===== src/sv/island_union_find_macros.svh =====
// Assertion macros shared by the island union-find RTL.
// Defining ASSERT_OFF compiles every assertion away.
`ifndef ISLAND_UNION_FIND_MACROS_SVH
`define ISLAND_UNION_FIND_MACROS_SVH
`ifndef ASSERT_OFF
// Plain property checked at each rising clock edge outside reset.
`define IUF_ASSERT(name, clk, rstn, prop) \
	name: assert property (@(posedge clk) disable iff (!(rstn)) (prop)) \
		else $error("island_union_find assertion failed");
// Implication from an antecedent to a consequent in the following cycle.
`define IUF_ASSERT_NEXT(name, clk, rstn, ante, cons) \
	name: assert property (@(posedge clk) disable iff (!(rstn)) (ante) |=> (cons)) \
		else $error("island_union_find assertion failed");
`else
`define IUF_ASSERT(name, clk, rstn, prop)
`define IUF_ASSERT_NEXT(name, clk, rstn, ante, cons)
`endif
`endif


===== src/sv/iuf_pkg.sv =====
// Package for the island union-find block: sizes, operation codes,
// transaction structs and controller/datapath command structs. No dependencies.
package iuf_pkg;
	localparam int MAX_ELEMENTS = 1024;
	localparam int IDX_W = $clog2(MAX_ELEMENTS);
	localparam int COUNT_W = IDX_W + 1;
	localparam int STEP_W = COUNT_W;
	localparam int APB_DATA_W = 32;
	localparam int APB_ADDR_W = 2;

	localparam logic [COUNT_W-1:0] COUNT_RESET = COUNT_W'(MAX_ELEMENTS);
	localparam logic [STEP_W-1:0] STEP_LIMIT = STEP_W'(MAX_ELEMENTS);
	localparam logic [APB_ADDR_W-1:0] REG_ELEMENT_COUNT = '0;

	typedef enum logic [1:0] {
		FUNC_INIT    = 2'd0,
		FUNC_MERGE   = 2'd1,
		FUNC_LINK    = 2'd2,
		FUNC_RESOLVE = 2'd3
	} func_t;

	typedef struct packed {
		func_t            func;
		logic [IDX_W-1:0] first_index;
		logic [IDX_W-1:0] second_index;
		logic             is_active;
	} in_item_t;

	typedef struct packed {
		logic [IDX_W-1:0] root_index;
		logic             own_static;
		logic             already_same;
		logic             error;
	} out_item_t;

	// Commands from the controller to the datapath.
	typedef struct packed {
		logic load_item;
		logic start_a;
		logic start_b;
		logic step;
		logic save_r1;
		logic finish;
	} iuf_cmd_t;

	// Status from the datapath to the controller.
	typedef struct packed {
		logic  err;
		logic  found;
		func_t func;
	} iuf_status_t;
endpackage


===== src/sv/iuf_ctrl.sv =====
// Controller of the island union-find block: sequences check, root walks
// and commit, and owns both handshakes. Uses iuf_pkg and the macro header.
`include "island_union_find_macros.svh"
module iuf_ctrl import iuf_pkg::*; (
	input  logic        clk,
	input  logic        arst_n,
	input  logic        in_valid,
	output logic        in_stall,
	output logic        out_valid,
	input  logic        out_stall,
	input  iuf_status_t status,
	output iuf_cmd_t    cmd
);
	typedef enum logic [1:0] {
		S_IDLE,
		S_CHECK,
		S_FIND_A,
		S_FIND_B
	} state_t;

	state_t state_q;
	state_t state_d;
	logic   out_valid_q;
	logic   res_free;

	// The result register can take a new value once the old one is gone.
	assign res_free = !out_valid_q || !out_stall;
	assign in_stall = (state_q != S_IDLE);
	assign out_valid = out_valid_q;

	// Command decode and next state.
	always_comb begin
		cmd = '0;
		state_d = state_q;
		unique case (state_q)
			S_IDLE: begin
				if (in_valid) begin
					cmd.load_item = 1'b1;
					state_d = S_CHECK;
				end
			end
			S_CHECK: begin
				if (status.err || (status.func == FUNC_INIT)) begin
					if (res_free) begin
						cmd.finish = 1'b1;
						state_d = S_IDLE;
					end
				end else begin
					cmd.start_a = 1'b1;
					state_d = S_FIND_A;
				end
			end
			S_FIND_A: begin
				if (!status.found) begin
					cmd.step = 1'b1;
				end else if (status.func == FUNC_MERGE) begin
					cmd.save_r1 = 1'b1;
					cmd.start_b = 1'b1;
					state_d = S_FIND_B;
				end else if (res_free) begin
					cmd.finish = 1'b1;
					state_d = S_IDLE;
				end
			end
			S_FIND_B: begin
				if (!status.found) begin
					cmd.step = 1'b1;
				end else if (res_free) begin
					cmd.finish = 1'b1;
					state_d = S_IDLE;
				end
			end
			default: begin
				state_d = S_IDLE;
			end
		endcase
	end

	// State and output valid.
	always_ff @(posedge clk or negedge arst_n) begin
		if (!arst_n) begin
			state_q <= S_IDLE;
			out_valid_q <= 1'b0;
		end else begin
			state_q <= state_d;
			out_valid_q <= cmd.finish || (out_valid_q && out_stall);
		end
	end

	`IUF_ASSERT(a_finish_free, clk, arst_n, !cmd.finish || res_free)
	`IUF_ASSERT(a_step_not_found, clk, arst_n, !cmd.step || !status.found)
	`IUF_ASSERT_NEXT(a_accept_check, clk, arst_n, in_valid && !in_stall, state_q == S_CHECK)
	`IUF_ASSERT_NEXT(a_finish_shows, clk, arst_n, cmd.finish, out_valid_q)
endmodule


===== config.mk =====
export PLATFORM = sky130hd
export DESIGN_NAME = iuf_ctrl
export DESIGN_NICKNAME = d
export VERILOG_FILES = /design/src/sv/iuf_pkg.sv /design/src/sv/iuf_ctrl.sv
export VERILOG_INCLUDE_DIRS = /design/src /design/src/sv
export SDC_FILE = /design/constraint.sdc
export NUM_CORES = 1
export LEC_CHECK = 0
export BUFFER_PORTS_ARGS = -buffer_cell sky130_fd_sc_hd__buf_4
export CELL_PAD_IN_SITES_DETAIL_PLACEMENT = 0
export CELL_PAD_IN_SITES_GLOBAL_PLACEMENT = 1
export CORE_AREA = 4 4 41 43
export DETAILED_ROUTE_END_ITERATION = 6
export DIE_AREA = 0 0 45 47
export PLACE_DENSITY = 0.6
export SETUP_SLACK_MARGIN = 0.05
export SYNTH_ARGS = -nofsm -noshare
export SYNTH_HDL_FRONTEND = slang
export SYNTH_SLANG_ARGS = --single-unit

===== constraint.sdc =====
create_clock -name clk -period 1.4 [get_ports clk]
set_input_delay 0 -clock clk [delete_from_list [all_inputs] [get_ports clk]]
set_output_delay 0 -clock clk [all_outputs]
set_load 0.1 [all_outputs]

==> qor.csv <==
stage,metric,value,unit
critical_path,critical path required time,1400,ps
grt,largest net degree at the start of global routing,9,
cells_and_area,Ant. Diodes,0,
floorplan,Die Area,2115,um^2
route,vias,289,
timing,max_slew headroom,73.95,%
critical_path,"Largest stage delay, worst path",460,ps
timing,maximum clock rate,727.3,MHz
timing,RSZ-0062 raised after global routing,yes,
floorplan,Rows,13,
floorplan,die height,47,um
timing,skew final,1.213,ps
placed_design,HPWL after DPL,656.5,um
logic_synthesis,"Warnings, synthesis",0,
placed_design,placed instance area,381.6,um^2
route,WL/cell,12.66,um
critical_path,crit-path max FO,8,
critical_path,CP Data Arrival Time,1370,ps
clocking,CTS tree,built,
critical_path,CP Cell Sequence,and2b_4 -> nor4b_4 -> buf_6,
placed_design,Inst Count DP,54,
logic_synthesis,post-synth top area cell,dfrtp_1,
logic_synthesis,distinct cell type count after synthesis,20,
route,DRT iter0 DRCs,3,
job,MaxCap Viol Count,0,
floorplan,Initial Utilization,17.98,%
critical_path,Critical-path top delay cell,dfrtp_2,
grt,initial antenna violation count,0,
timing,final hold vios,0,
placed_design,port bufs,15,
worst_hold_path,worst min path class,in -> reg,
timing,crit path time final,1375,ps
cells_and_area,area growth from synthesis to layout,98.40,%
critical_path,crit end category,output port,
floorplan,I/O Pins,16,
logic_synthesis,"FF+latch count, synth",3,
run_status,status,"complete, no violations",
floorplan,die width,45,um
timing,final setup violation count,0,
route,DRC viols,0,
timing,Slew Limit Fails,0,
logic_synthesis,Mean Syn Cell Area,8.999,um^2
cells_and_area,fin nets,55,
clocking,clk sink count,3,
logic_synthesis,"Cell Area, Synth",234.0,um^2
logic_synthesis,Post-Syn Instances,26,
cells_and_area,Final Cell Area,464.2,um^2
placed_design,GP Congestion,0.8175,
timing,Hold Worst Slack,80.05,ps
cells_and_area,Finished Layout Cells,61,
route,WL final,772,um
logic_synthesis,register area share after synthesis,32.09,%
route,Avg Vias per Cell,4.738,
clocking,"Reg clk slew, reported paths",30,ps
logic_synthesis,Synth top area share,32.09,%
clocking,clk_lat worst skew,220,ps
route,drt first pass iters,4,
grt,global-route wire length before repair,1.159,mm
logic_synthesis,syn nets,34,
clocking,CTS H-tree lvls,1,
timing,Worst-Margin Slew,389.3,ps
floorplan,core outline area,1301,um^2
grt,vias in the first global route,303,
clocking,Clock Tree Buf Depth,2,
clocking,CTS Buf Count,3,
route,post-detailed-route count of antenna-violating nets,0,
logic_synthesis,"top cells by area, synth","dfrtp_1 32%, nor4_4 9.1%, nor4b_2 6.4%",
grt,Congestion Overflow GR,0,
grt,Total Routing Usage GR,7.911,%
critical_path,WS Path Type,reg -> out,
timing,Tcrit/Tclk final,98.21,%
cells_and_area,share of layout cells above drive strength 1,69.57,%
timing,setup TNS,0,ps
clocking,clk root buf,clkbuf_4,
critical_path,Critical Path Start Type,flop,
cells in the mapped netlist:
cell / instances
nor2_1: 3
inv_1: 1
nand2_1: 2
buf_4: 1
a21oi_1: 1
or2_1: 1
buf_2: 1
o311ai_1: 1
nand2b_1: 1
o31ai_1: 1
o22ai_1: 1
a2bb2oi_1: 1
nor4b_2: 1
nor3_1: 2
nor4_4: 1
a21o_1: 1
o211ai_1: 1
and2b_4: 1
inv_2: 1
dfrtp_1: 3
final cells by class:
class                   count  area (um^2)
fillers                   149        837.1
flip-flops and latches      3        78.83
clock buffers               4        26.28
inverters                   2        7.507
multi-input cells          19        175.2
repair buffers             18        157.7
well taps                  15        18.77
cells in the final DEF, fill, tap and decap left out, types with 2 or more instances in the layout:
cell type  Yosys  routed
clkbuf_4       0       3
buf_4          1      14
nand2_1        2       2
dfrtp_2        0       3
buf_6          0       2
nor2_1         3       2
path summary, 6_finish.rpt:
path                       cells past startpoint  slack, ps                     end              startpoint
min reg2reg                                    2        590  state_q[0]$_DFFE_PN0P_     out_valid$_DFF_PN0_
min in group asynchronous                      2        100  state_q[0]$_DFFE_PN0P_                  arst_n
max in group asynchronous                      2       1190  state_q[1]$_DFFE_PN0P_                  arst_n
max reg2reg                                    3        230     out_valid$_DFF_PN0_  state_q[1]$_DFFE_PN0P_
max                                            3         30                  cmd[0]  state_q[1]$_DFFE_PN0P_
min                                            3         80  state_q[0]$_DFFE_PN0P_               out_stall
flip-flops by register name (all words and copies together) (netlist names):
signal	count
state_q	2
out_valid	1
cell families after synthesis:
logic type,after synthesis,share of synthesized area [%]
buffers and inverters,4,8.552
DFF,3,32.08
AOI/OAI and AO/OA,7,21.93
and+or+nand+nor,12,37.44
what timing repair did:
item	in CTS	in global routing
endpoints found under the setup margin	5	3
pin swaps	1	0
setup buffers	2	0
endpoints found under the hold margin	3	0
gates resized for setup	7	2
hold buffers	1	0
layer usage:
| layer | up-vias | routed length [um] | GRT usage, % |
|---|---|---|---|
| li1 | 132 | - | - |
| met1 | 141 | 251 | 5.936 |
| met2 | 14 | 463 | 15.82 |
| met3 | 2 | 45 | 2.682 |
| met4 | 0 | 12 | 6.433 |
| met5 | - | 0 | 0 |
worst max-delay path, delay by kind of cell, from the launching register on:
kind / cells / cell delay (ps)
flops: 1 / 460
simple gates: 2 / 420
buf+inv: 1 / 260
metrics by stage:
step | utilization [%] | setup WS [ps]
6_report | 35.67 | 25.07
5_1_grt | 35.67 | -28.91
4_1_cts | 35.10 | 16.52
3_5_place_dp | 29.33 | 104.1
3_3_place_gp | 29.33 | 131.5
2_1_floorplan | - | -502.3
Power is not shown: default switching activity piles up to over one toggle a cycle in this logic, so the estimate is an artifact.
